<file path="src/rtl/core/lmwc_pkg.sv">
// Shared types and constants for the line midpoint window clipper.
// Used by lmwc_bisect_unit and line_midpoint_window_clipper_unit.
`timescale 1ns / 1ps

package lmwc_pkg;

  localparam int CoordW = 16;
  localparam int WinW   = 8;
  localparam int CodeW  = 4;
  localparam int StepW  = 5;

  // Outcode value that marks an endpoint behind the eye.
  localparam logic [CodeW-1:0] CODE_BEHIND = 4'hF;

  // Bisection step cap; a search ends well before it.
  localparam logic [StepW-1:0] STEP_LAST = 5'd31;

  // Configuration register indexes.
  localparam logic [1:0] REG_LEFT   = 2'd0;
  localparam logic [1:0] REG_RIGHT  = 2'd1;
  localparam logic [1:0] REG_TOP    = 2'd2;
  localparam logic [1:0] REG_BOTTOM = 2'd3;

  localparam logic [WinW-1:0] LEFT_RESET   = 8'd0;
  localparam logic [WinW-1:0] RIGHT_RESET  = 8'd255;
  localparam logic [WinW-1:0] TOP_RESET    = 8'd0;
  localparam logic [WinW-1:0] BOTTOM_RESET = 8'd211;

  // Clip phases; bit 1 selects the axis, bit 0 set means the high edge.
  localparam logic [1:0] PH_LEFT   = 2'd0;
  localparam logic [1:0] PH_RIGHT  = 2'd1;
  localparam logic [1:0] PH_TOP    = 2'd2;
  localparam logic [1:0] PH_BOTTOM = 2'd3;

  typedef struct packed {
    logic signed [CoordW-1:0] x;
    logic signed [CoordW-1:0] y;
  } point_t;

  typedef struct packed {
    logic                     axis;   // 0 = x, 1 = y
    logic signed [CoordW-1:0] bound;
  } clip_ctl_t;

  typedef enum logic [4:0] {
    ST_IDLE    = 5'b00001,
    ST_SETUP   = 5'b00010,
    ST_STEP    = 5'b00100,
    ST_ORDER_Y = 5'b01000,
    ST_EMIT    = 5'b10000
  } state_t;

endpackage

</file>
<file path="src/rtl/core/lmwc_bisect_unit.sv">
// One bisection step of the clipper: floor midpoint of both coordinates,
// compare against the clip edge and pick the half that keeps the edge.
// Depends on lmwc_pkg.
`timescale 1ns / 1ps

module lmwc_bisect_unit (
  input  lmwc_pkg::point_t    lo,
  input  lmwc_pkg::point_t    hi,
  input  lmwc_pkg::clip_ctl_t ctl,
  output lmwc_pkg::point_t    lo_next,
  output lmwc_pkg::point_t    hi_next,
  output logic                hit
);
  import lmwc_pkg::*;

  logic signed [CoordW:0]   sum_x;
  logic signed [CoordW:0]   sum_y;
  point_t                   mid;
  logic signed [CoordW-1:0] mid_ax;
  logic signed [CoordW-1:0] hi_ax;

  // The 17-bit sum shifted right by one is the floor of the mean.
  assign sum_x = {lo.x[CoordW-1], lo.x} + {hi.x[CoordW-1], hi.x};
  assign sum_y = {lo.y[CoordW-1], lo.y} + {hi.y[CoordW-1], hi.y};
  assign mid.x = sum_x[CoordW:1];
  assign mid.y = sum_y[CoordW:1];

  assign mid_ax = ctl.axis ? mid.y : mid.x;

  always_comb begin
    lo_next = lo;
    hi_next = hi;
    if (mid_ax < ctl.bound) begin
      lo_next = mid;
    end else begin
      hi_next = mid;
    end
  end

  assign hi_ax = ctl.axis ? hi_next.y : hi_next.x;
  assign hit   = (hi_ax == ctl.bound);

endmodule

</file>
<file path="src/rtl/core/line_midpoint_window_clipper_unit.sv">
// Line segment window clipper by midpoint bisection, one segment at a time.
// Endpoints are ordered by x, clipped at the left and right edges by bisection,
// reordered by y, clipped at the top and bottom edges and emitted as one beat.
// Each accepted segment keeps in_stall high until its beat is registered, which waits
// while a previous beat is stalled. A rejected segment produces no beat. Segments use
// the single shared bisection step unit one at a time. Synchronous active-high reset
// returns the sequencer to idle, drops the output beat and restores the window.
`timescale 1ns / 1ps

module line_midpoint_window_clipper_unit (
  input  logic                            clk,
  input  logic                            rst,
  input  logic                            cfg_we,
  input  logic [1:0]                      cfg_index,
  input  logic [lmwc_pkg::WinW-1:0]       cfg_data,
  input  logic                            in_valid,
  output logic                            in_stall,
  input  logic signed [lmwc_pkg::CoordW-1:0] start_x,
  input  logic signed [lmwc_pkg::CoordW-1:0] start_y,
  input  logic signed [lmwc_pkg::CoordW-1:0] end_x,
  input  logic signed [lmwc_pkg::CoordW-1:0] end_y,
  input  logic [lmwc_pkg::CodeW-1:0]      start_code,
  input  logic [lmwc_pkg::CodeW-1:0]      end_code,
  output logic                            out_valid,
  input  logic                            out_stall,
  output logic [lmwc_pkg::WinW-1:0]       draw_x0,
  output logic [lmwc_pkg::WinW-1:0]       draw_y0,
  output logic [lmwc_pkg::WinW-1:0]       draw_x1,
  output logic [lmwc_pkg::WinW-1:0]       draw_y1
);
  import lmwc_pkg::*;

  state_t            state;
  logic [1:0]        phase;
  logic [StepW-1:0]  cnt;
  logic [WinW-1:0]   window_left;
  logic [WinW-1:0]   window_right;
  logic [WinW-1:0]   window_top;
  logic [WinW-1:0]   window_bottom;
  point_t            s;
  point_t            e;
  point_t            lo;
  point_t            hi;

  point_t            lo_next;
  point_t            hi_next;
  logic              hit;
  clip_ctl_t         ctl;
  logic [WinW-1:0]   bound_raw;
  logic signed [CoordW-1:0] s_ax;
  logic signed [CoordW-1:0] e_ax;
  logic              clip_needed;
  logic              reject;
  point_t            in_s;
  point_t            in_e;
  state_t            after_phase;

  assign in_stall = (state != ST_IDLE);

  always_comb begin
    case (phase)
      PH_LEFT:   bound_raw = window_left;
      PH_RIGHT:  bound_raw = window_right;
      PH_TOP:    bound_raw = window_top;
      PH_BOTTOM: bound_raw = window_bottom;
      default:   bound_raw = window_left;
    endcase
  end

  assign ctl.axis  = phase[1];
  assign ctl.bound = signed'({{(CoordW-WinW){1'b0}}, bound_raw});

  assign s_ax        = ctl.axis ? s.y : s.x;
  assign e_ax        = ctl.axis ? e.y : e.x;
  assign clip_needed = (s_ax < ctl.bound) && (ctl.bound <= e_ax);

  // After the right edge the pair is reordered by y; after the bottom edge
  // the segment is done.
  always_comb begin
    case (phase)
      PH_RIGHT:  after_phase = ST_ORDER_Y;
      PH_BOTTOM: after_phase = ST_EMIT;
      default:   after_phase = ST_SETUP;
    endcase
  end

  assign reject = ((start_code & end_code) != '0) ||
                  (start_code == CODE_BEHIND) || (end_code == CODE_BEHIND);

  // Order the incoming endpoints by x; equal x keeps the given order.
  always_comb begin
    if (start_x > end_x) begin
      in_s = '{x: end_x, y: end_y};
      in_e = '{x: start_x, y: start_y};
    end else begin
      in_s = '{x: start_x, y: start_y};
      in_e = '{x: end_x, y: end_y};
    end
  end

  lmwc_bisect_unit u_bisect (
    .lo      (lo),
    .hi      (hi),
    .ctl     (ctl),
    .lo_next (lo_next),
    .hi_next (hi_next),
    .hit     (hit)
  );

  always_ff @(posedge clk) begin
    if (rst) begin
      state         <= ST_IDLE;
      phase         <= PH_LEFT;
      cnt           <= '0;
      out_valid     <= 1'b0;
      window_left   <= LEFT_RESET;
      window_right  <= RIGHT_RESET;
      window_top    <= TOP_RESET;
      window_bottom <= BOTTOM_RESET;
    end else begin
      if (cfg_we) begin
        case (cfg_index)
          REG_LEFT:   window_left   <= cfg_data;
          REG_RIGHT:  window_right  <= cfg_data;
          REG_TOP:    window_top    <= cfg_data;
          REG_BOTTOM: window_bottom <= cfg_data;
          default:    window_left   <= window_left;
        endcase
      end

      if ((state == ST_EMIT) && (!out_valid || !out_stall)) begin
        out_valid <= 1'b1;
      end else if (out_valid && !out_stall) begin
        out_valid <= 1'b0;
      end

      case (state)
        ST_IDLE: begin
          if (in_valid && !reject) begin
            s     <= in_s;
            e     <= in_e;
            phase <= PH_LEFT;
            state <= ST_SETUP;
          end
        end
        ST_SETUP: begin
          if (clip_needed) begin
            lo    <= s;
            hi    <= e;
            cnt   <= '0;
            state <= ST_STEP;
          end else begin
            phase <= phase + 2'd1;
            state <= after_phase;
          end
        end
        ST_STEP: begin
          lo  <= lo_next;
          hi  <= hi_next;
          cnt <= cnt + 1'b1;
          if (hit || (cnt == STEP_LAST)) begin
            // A low-edge clip moves the first endpoint, a high-edge clip
            // moves the second one.
            if (!phase[0]) begin
              s <= hit ? hi_next : lo_next;
            end else begin
              e <= hi_next;
            end
            phase <= phase + 2'd1;
            state <= after_phase;
          end
        end
        ST_ORDER_Y: begin
          if (s.y > e.y) begin
            s <= e;
            e <= s;
          end
          state <= ST_SETUP;
        end
        ST_EMIT: begin
          if (!out_valid || !out_stall) begin
            draw_x0   <= s.x[WinW-1:0];
            draw_y0   <= s.y[WinW-1:0];
            draw_x1   <= e.x[WinW-1:0];
            draw_y1   <= e.y[WinW-1:0];
            state     <= ST_IDLE;
          end
        end
        default: begin
          state <= ST_IDLE;
        end
      endcase
    end
  end

endmodule

</file>
<file path="config.mk">
export PLATFORM = sky130hd
export DESIGN_NAME = line_midpoint_window_clipper_unit
export DESIGN_NICKNAME = d
export VERILOG_FILES = /design/src/rtl/core/lmwc_pkg.sv /design/src/rtl/core/lmwc_bisect_unit.sv /design/src/rtl/core/line_midpoint_window_clipper_unit.sv
export SDC_FILE = /design/constraint.sdc
export NUM_CORES = 1
export LEC_CHECK = 0
export CAP_MARGIN = 5
export CORE_UTILIZATION = 50
export CTS_CLUSTER_DIAMETER = 150
export DETAILED_ROUTE_END_ITERATION = 12
export DONT_BUFFER_PORTS = 1
export PLACE_DENSITY = 0.66
export SLEW_MARGIN = 30
export SYNTH_ARGS = -nofsm -noshare
export SYNTH_HDL_FRONTEND = slang
export SYNTH_SLANG_ARGS = --single-unit
</file>
<file path="constraint.sdc">
create_clock -name clk -period 17 [get_ports clk]
set_clock_uncertainty 0.2 [all_clocks]
set_input_delay 3.4 -clock clk [delete_from_list [all_inputs] [get_ports clk]]
set_output_delay 3.4 -clock clk [all_outputs]
set_load 0.03 [all_outputs]
</file>
== Word-level counts from Yosys, hierarchy flattened ==
Cells that the tools add are included.

* Register bits after elaboration: 205
* Output and inout port bits: 34
* Word-level logic and storage cells: 122

* Add/sub/neg operators: 4
* Order comparisons: 5
* Eq/ne operators: 24
* Multiplexer cells: 38
* Bitwise gates (word level): 2
* Reductions and logical operators: 29

{| class="wikitable"
|+ Operator list
! kind !! number
|-
| $mux 32 || 15
|-
| $pmux 32 s3 || 2
|-
| $pmux 32 s2 || 2
|-
| $mux 16 || 4
|-
| $add 16x16->17 || 2
|-
| $gt 16x16->1 || 2
|-
| $lt 16x9->1 || 2
|-
| $pmux 8 s4 || 1
|-
| $mux 5 || 5
|-
| $pmux 5 s5 || 1
|-
| $pmux 5 s2 || 2
|-
| $eq 16x9->1 || 1
|-
| $le 9x16->1 || 1
|-
| $ne 2x2->1 const B || 7
|-
| $reduce_and 6->1 || 2
|-
| $eq 5x5->1 const B || 2
|-
| $reduce_and 2->1 || 5
|-
| $reduce_and 3->1 || 3
|-
| $eq 2x2->1 const B || 4
|-
| $eq 4x4->1 const B || 2
|-
| $mux 2 || 3
|-
| $pmux 2 s3 || 1
|-
| $reduce_bool 3->1 || 2
|-
| $add 5x1->5 const B || 1
|-
| other kinds (18) || 30
|}

== Depth between registers and ports, before layout ==
* Depth in word-level cells: 10
* Depth in mapped cells: 29
* Mapped depth without buffers: 25

== Cells and area by module ==
A second synthesis with hierarchy kept.

* Cell total of the unflattened synthesis: 1746
* Area total of the unflattened synthesis: 15290.9 µm²

{| class="wikitable"
|+ Modules (own cells, without submodules)
! module !! times used !! cells each !! area each (µm²) !! seq. area each (µm²)
|-
| line_midpoint_window_clipper_unit || 1 || 1238 || 11930.2 || 5705.5
|-
| lmwc_bisect_unit || 1 || 508 || 3360.7 || 0.0
|}

== Least setup slack after synthesis ==
No wires, ideal clock.

* Kind: register -> register
* Start point: reg phase[1]
* End point: reg e[0] (netlist bit) (enable)
* Arrival time: 7043 ps
* Path slack: 9325 ps
* Cell stages (with the launch flop): 28
* Path buffers: 7
* Cell sequence: dfxtp_1 > clkbuf_1 > inv_1 > buf_1 > ha_1 > inv_1 > clkbuf_1 > mux2_2 > inv_1 > ha_1 > a21oi_1 > o21ai_0 > or3_1 > o22ai_2 > nand2_1 > or4b_1 > buf_2 > o211a_4 > buf_6 > mux2i_1 > mux2i_1 > xnor2_1 > a211oi_1 > and2_1 > buf_4 > buf_4 > o21ai_0 > a21oi_1

* Word-level cells in the longest chain between the ends: 9
* Elaborated cells on any way between the ends: 13
* Those cells by class: order compare: 1; eq/ne: 5; mux: 4; reduce/logical: 3

{| class="wikitable"
|+ RTL lines
! element !! line !! text
|-
| start: declaration || line_midpoint_window_clipper_unit.sv:34 || <nowiki>logic [1:0] phase;</nowiki>
|-
| start signal: assignment || line_midpoint_window_clipper_unit.sv:153 || <nowiki>phase <= phase + 2'd1;</nowiki>
|-
| start signal: assignment || line_midpoint_window_clipper_unit.sv:169 || <nowiki>phase <= phase + 2'd1;</nowiki>
|-
| $eq 2x2->1, or another cell as far along || line_midpoint_window_clipper_unit.sv:61 || <nowiki>case (phase)</nowiki>
|-
| $pmux 8 s4 || line_midpoint_window_clipper_unit.sv:61 ||
|-
| $lt 16x9->1 || lmwc_bisect_unit.sv:33 || <nowiki>if (mid_ax < ctl.bound) begin</nowiki>
|-
| $mux 32 || lmwc_bisect_unit.sv:33 ||
|-
| $mux 16 || lmwc_bisect_unit.sv:40 || <nowiki>assign hi_ax = ctl.axis ? hi_next.y : hi_next.x;</nowiki>
|-
| $eq 16x9->1 * || lmwc_bisect_unit.sv:41 || <nowiki>assign hit = (hi_ax == ctl.bound);</nowiki>
|-
| $logic_or 1x1->1 * || line_midpoint_window_clipper_unit.sv:161 || <nowiki>if (hit || (cnt == STEP_LAST)) begin</nowiki>
|-
| $ne 2x2->1 (no source line) * || -- ||
|-
| $reduce_and 6->1 (no source line) * || -- ||
|-
| end signal: assignment || line_midpoint_window_clipper_unit.sv:141 || <nowiki>e <= in_e;</nowiki>
|-
| end signal: assignment || line_midpoint_window_clipper_unit.sv:167 || <nowiki>e <= hi_next;</nowiki>
|-
| end signal: assignment || line_midpoint_window_clipper_unit.sv:176 || <nowiki>e <= s;</nowiki>
|-
| end: declaration || line_midpoint_window_clipper_unit.sv:41 || <nowiki>point_t e;</nowiki>
|}

Mark *: on every way between the ends. The rest lies on a longest branch, timed or not.
A chain may end at the register's enable or synchronous reset.

== Worst setup path after layout ==
* Start point: reg, netlist name hi[17]
* End point: reg e[14] (netlist bit) (enable)

* Word-level cells in the longest chain between the ends: 9

{| class="wikitable"
|+ RTL lines
! element !! line !! text
|-
| $add 16x16->17 || lmwc_bisect_unit.sv:23 || <nowiki>assign sum_x = {lo.x[CoordW-1], lo.x} + {hi.x[CoordW-1], hi.x};</nowiki>
|-
| $mux 16 || lmwc_bisect_unit.sv:28 || <nowiki>assign mid_ax = ctl.axis ? mid.y : mid.x;</nowiki>
|-
| $lt 16x9->1 || lmwc_bisect_unit.sv:33 ||
|-
| $mux 32 * || lmwc_bisect_unit.sv:33 ||
|-
| $mux 16 * || lmwc_bisect_unit.sv:40 ||
|-
| $eq 16x9->1 * || lmwc_bisect_unit.sv:41 ||
|-
| $logic_or 1x1->1 * || line_midpoint_window_clipper_unit.sv:161 ||
|-
| $ne 2x2->1 (no source line) * || -- ||
|-
| $reduce_and 6->1 (no source line) * || -- ||
|}

Marked as above.

==> impl_metrics.json <==
{
  "run_status": "completed",
  "min_period_ps": 8687,
  "drt_iter0_drc": 1096,
  "cts_buffers": 24,
  "grt_max_degree": 75,
  "ys_seq_area_share_pct": 40.33,
  "finalSetupViolCount": 0,
  "core.rowCount": 61,
  "place_worst_setup_slack_ps": 8474,
  "p_total_w": 0.001637,
  "yosysWarningCount": 0,
  "cts.sinks": 205,
  "die_h_um": 170.2,
  "clockBufferDepth": 3,
  "ys_seq_elements": 205,
  "dp_hpwl_mm": 31.56,
  "dr.pass1.iters": 5,
  "nets": 1628,
  "port_buffers": 0,
  "hold_slack_ps": 253.6,
  "worst_pin_slew_ps": 927.0,
  "rsz0062_at_grt": "no",
  "synth.avg_cell_area_um2": 9.500,
  "clkLatencyLatePin_ps": 530,
  "grt_overflow": 0,
  "gp_congestion": 0.9656,
  "num_io_pins": 121,
  "slew_viol_final": 0,
  "post_cts_buffers": 0,
  "cp_common_cell": "o21ai_0",
  "grt_util_all_layers_pct": 29.60,
  "synth_edf_count": 160,
  "ctsHtreeMaxLevel": 1,
  "synth_commonest_cells": "nand2_1, edfxtp_1, a21oi_1",
  "drc": 0,
  "yosysTopAreaCellShare_pct": 33.96,
  "crit_fanout": 53,
  "synth_top_area_cell": "edfxtp_1",
  "min_path_type": "reg2reg",
  "synth_cell_types": 78,
  "postCtsHoldBufs": 0,
  "antenna_found_initial": 0,
  "p_int_w": 0.001088,
  "powerDensity_nw_per_um2": 107.6,
  "cts_resized": 0,
  "synthCells": 1489,
  "max-slew-margin-rel_pct": 38.01,
  "drv_cap": 0,
  "max_stage_delay_ps": 700,
  "pwr-share-seq_pct": 43.8,
  "wire_per_inst_um": 23.43,
  "peakVddDrop_v": 0.00008454,
  "async_reset_ff_share_pct": 0,
  "setup_slack_ps": 8313,
  "p_comb_share_pct": 25.6,
  "synth_flop_cell": "edfxtp_1",
  "clk_pin_slew_ps": 60,
  "initial_utilization_pct": 50.92,
  "drive_gt1_share_pct": 7.294,
  "diodes": 0,
  "setup_tns_ps": 0,
  "grt_first_pass_wirelength_mm": 65.19,
  "cp_slowest_cell": "or4b_1",
  "cp.required_ps": 16990,
  "cp-end-kind": "flip-flop",
  "netlist_area_um2": 14150,
  "hold_viol": 0,
  "path_class": "reg2reg",
  "cts_tree": "built",
  "area_growth_pct": 7.527,
  "core-area_um2": 27780,
  "die_area_um2": 28970,
  "switching_share_pct": 33.51,
  "cts_root_buffer": "clkbuf_16",
  "fmax_ghz": 0.1151,
  "grt_pass1_vias": 11100,
  "critical_path.startpoint_type": "flip-flop",
  "wirelength_mm": 43.23,
  "drtAntennaViolNets": 0,
  "viasPerCell": 6.369,
  "dieWidth_um": 170.2,
  "power.switching_w": 0.0005483,
  "syn-num-nets": 1668,
  "vias": 11750,
  "cp_data_arrival_time_ps": 8680,
  "power_leakage_nw": 6.060,
  "p_clk_share_pct": 30.5,
  "fin_crit_sh_pct": 51.10,
  "synthTopCellsByArea": "edfxtp_1, mux2i_1, ha_1, dfxtp_1, nand2_1",
  "yosysMostFrequentCell": "nand2_1"
}
logic make-up after synthesis:
group / share of synthesized area [%]
compound gates: 20.00
xor+xnor: 1.857
simple gates: 15.05
fa+ha+maj: 8.243
mux: 10.40
buf+inv: 4.122
flops: 40.33
metal layers:
layer / track usage (%) / routed length [um] / vias up
met1: 41.26 / 18310 / 5662
met4: 9.988 / 1416 / 0
li1: - / - / 5462
met2: 47.49 / 19830 / 543
met3: 3.605 / 3672 / 83
met5: 0 / 0 / -
cell usage in the layout (no fill, tap or decap), drive strengths merged, types with 9 or more instances in the layout:
cell type,n
a211oi,16
nand2,190
mux2,24
o211ai,33
and2,9
xnor2,15
ha,90
clkbuf,39
nand2b,16
nor2,105
inv,58
nor4,11
xor2,15
dfxtp,45
a21o,57
o21a,22
nor2b,12
edfxtp,160
nand3,14
mux2i,120
a21oi,130
and3,13
nand4,19
buf,19
o21ai,82
o221ai,15
nand3b,19
a22oi,19
worst max-delay path, delay by kind of cell (launching register included):
kind | cells | cell delay, ps
AOI/OAI and AO/OA | 11 | 2660
muxes | 1 | 280
xor gates and xnor gates | 2 | 350
DFF | 1 | 410
buffers and inverters | 4 | 1610
and+or+nand+nor | 8 | 2100
adders and majority gates | 2 | 690
layout make-up:
type | instances | area [um2]
multi-input combinational | 1142 | 7923
clock buffer | 39 | 720.7
timing repair buffer | 19 | 142.6
tap | 378 | 473.0
fill | 2504 | 12570
clock inverter | 5 | 31.28
inverter | 57 | 214.0
sequential | 205 | 5707
path summary, 6_finish.rpt:
check | start | to | slack [ps] | cells past startpoint
worst max-delay path | hi[17] | e[14] | 8310 | 28
worst min-delay path | window_bottom[2] | window_bottom[2] | 250 | 2
worst max register to register | hi[17] | e[14] | 8310 | 28
worst min register to register | window_bottom[2] | window_bottom[2] | 250 | 2
flip-flops by register name, summed over array words and instances (netlist names), 32 cells and up:
register	flops
e	32
hi	32
lo	32
s	32
power by group through the flow:
stage,clock network [W],logic [W],registers (W)
6_report,0.000499,0.000420,0.000717
2_1_floorplan,0,0.000298,0.000690
3_3_place_gp,0,0.000404,0.000723
3_5_place_dp,0,0.000412,0.000724
5_1_grt,0.000518,0.000457,0.000721
4_1_cts,0.000503,0.000415,0.000714
metrics by stage:
step | instances | area [um2] | utilization [%]
final | 1845 | 15210 | 54.75
after global placement | 1801 | 14460 | 52.04
after global routing | 1845 | 15210 | 54.75
after detailed placement | 1801 | 14460 | 52.04
after floorplan | 1489 | 14150 | -
after CTS | 1845 | 15210 | 54.75
No activity file was read; power rests on OpenSTA's default activity.
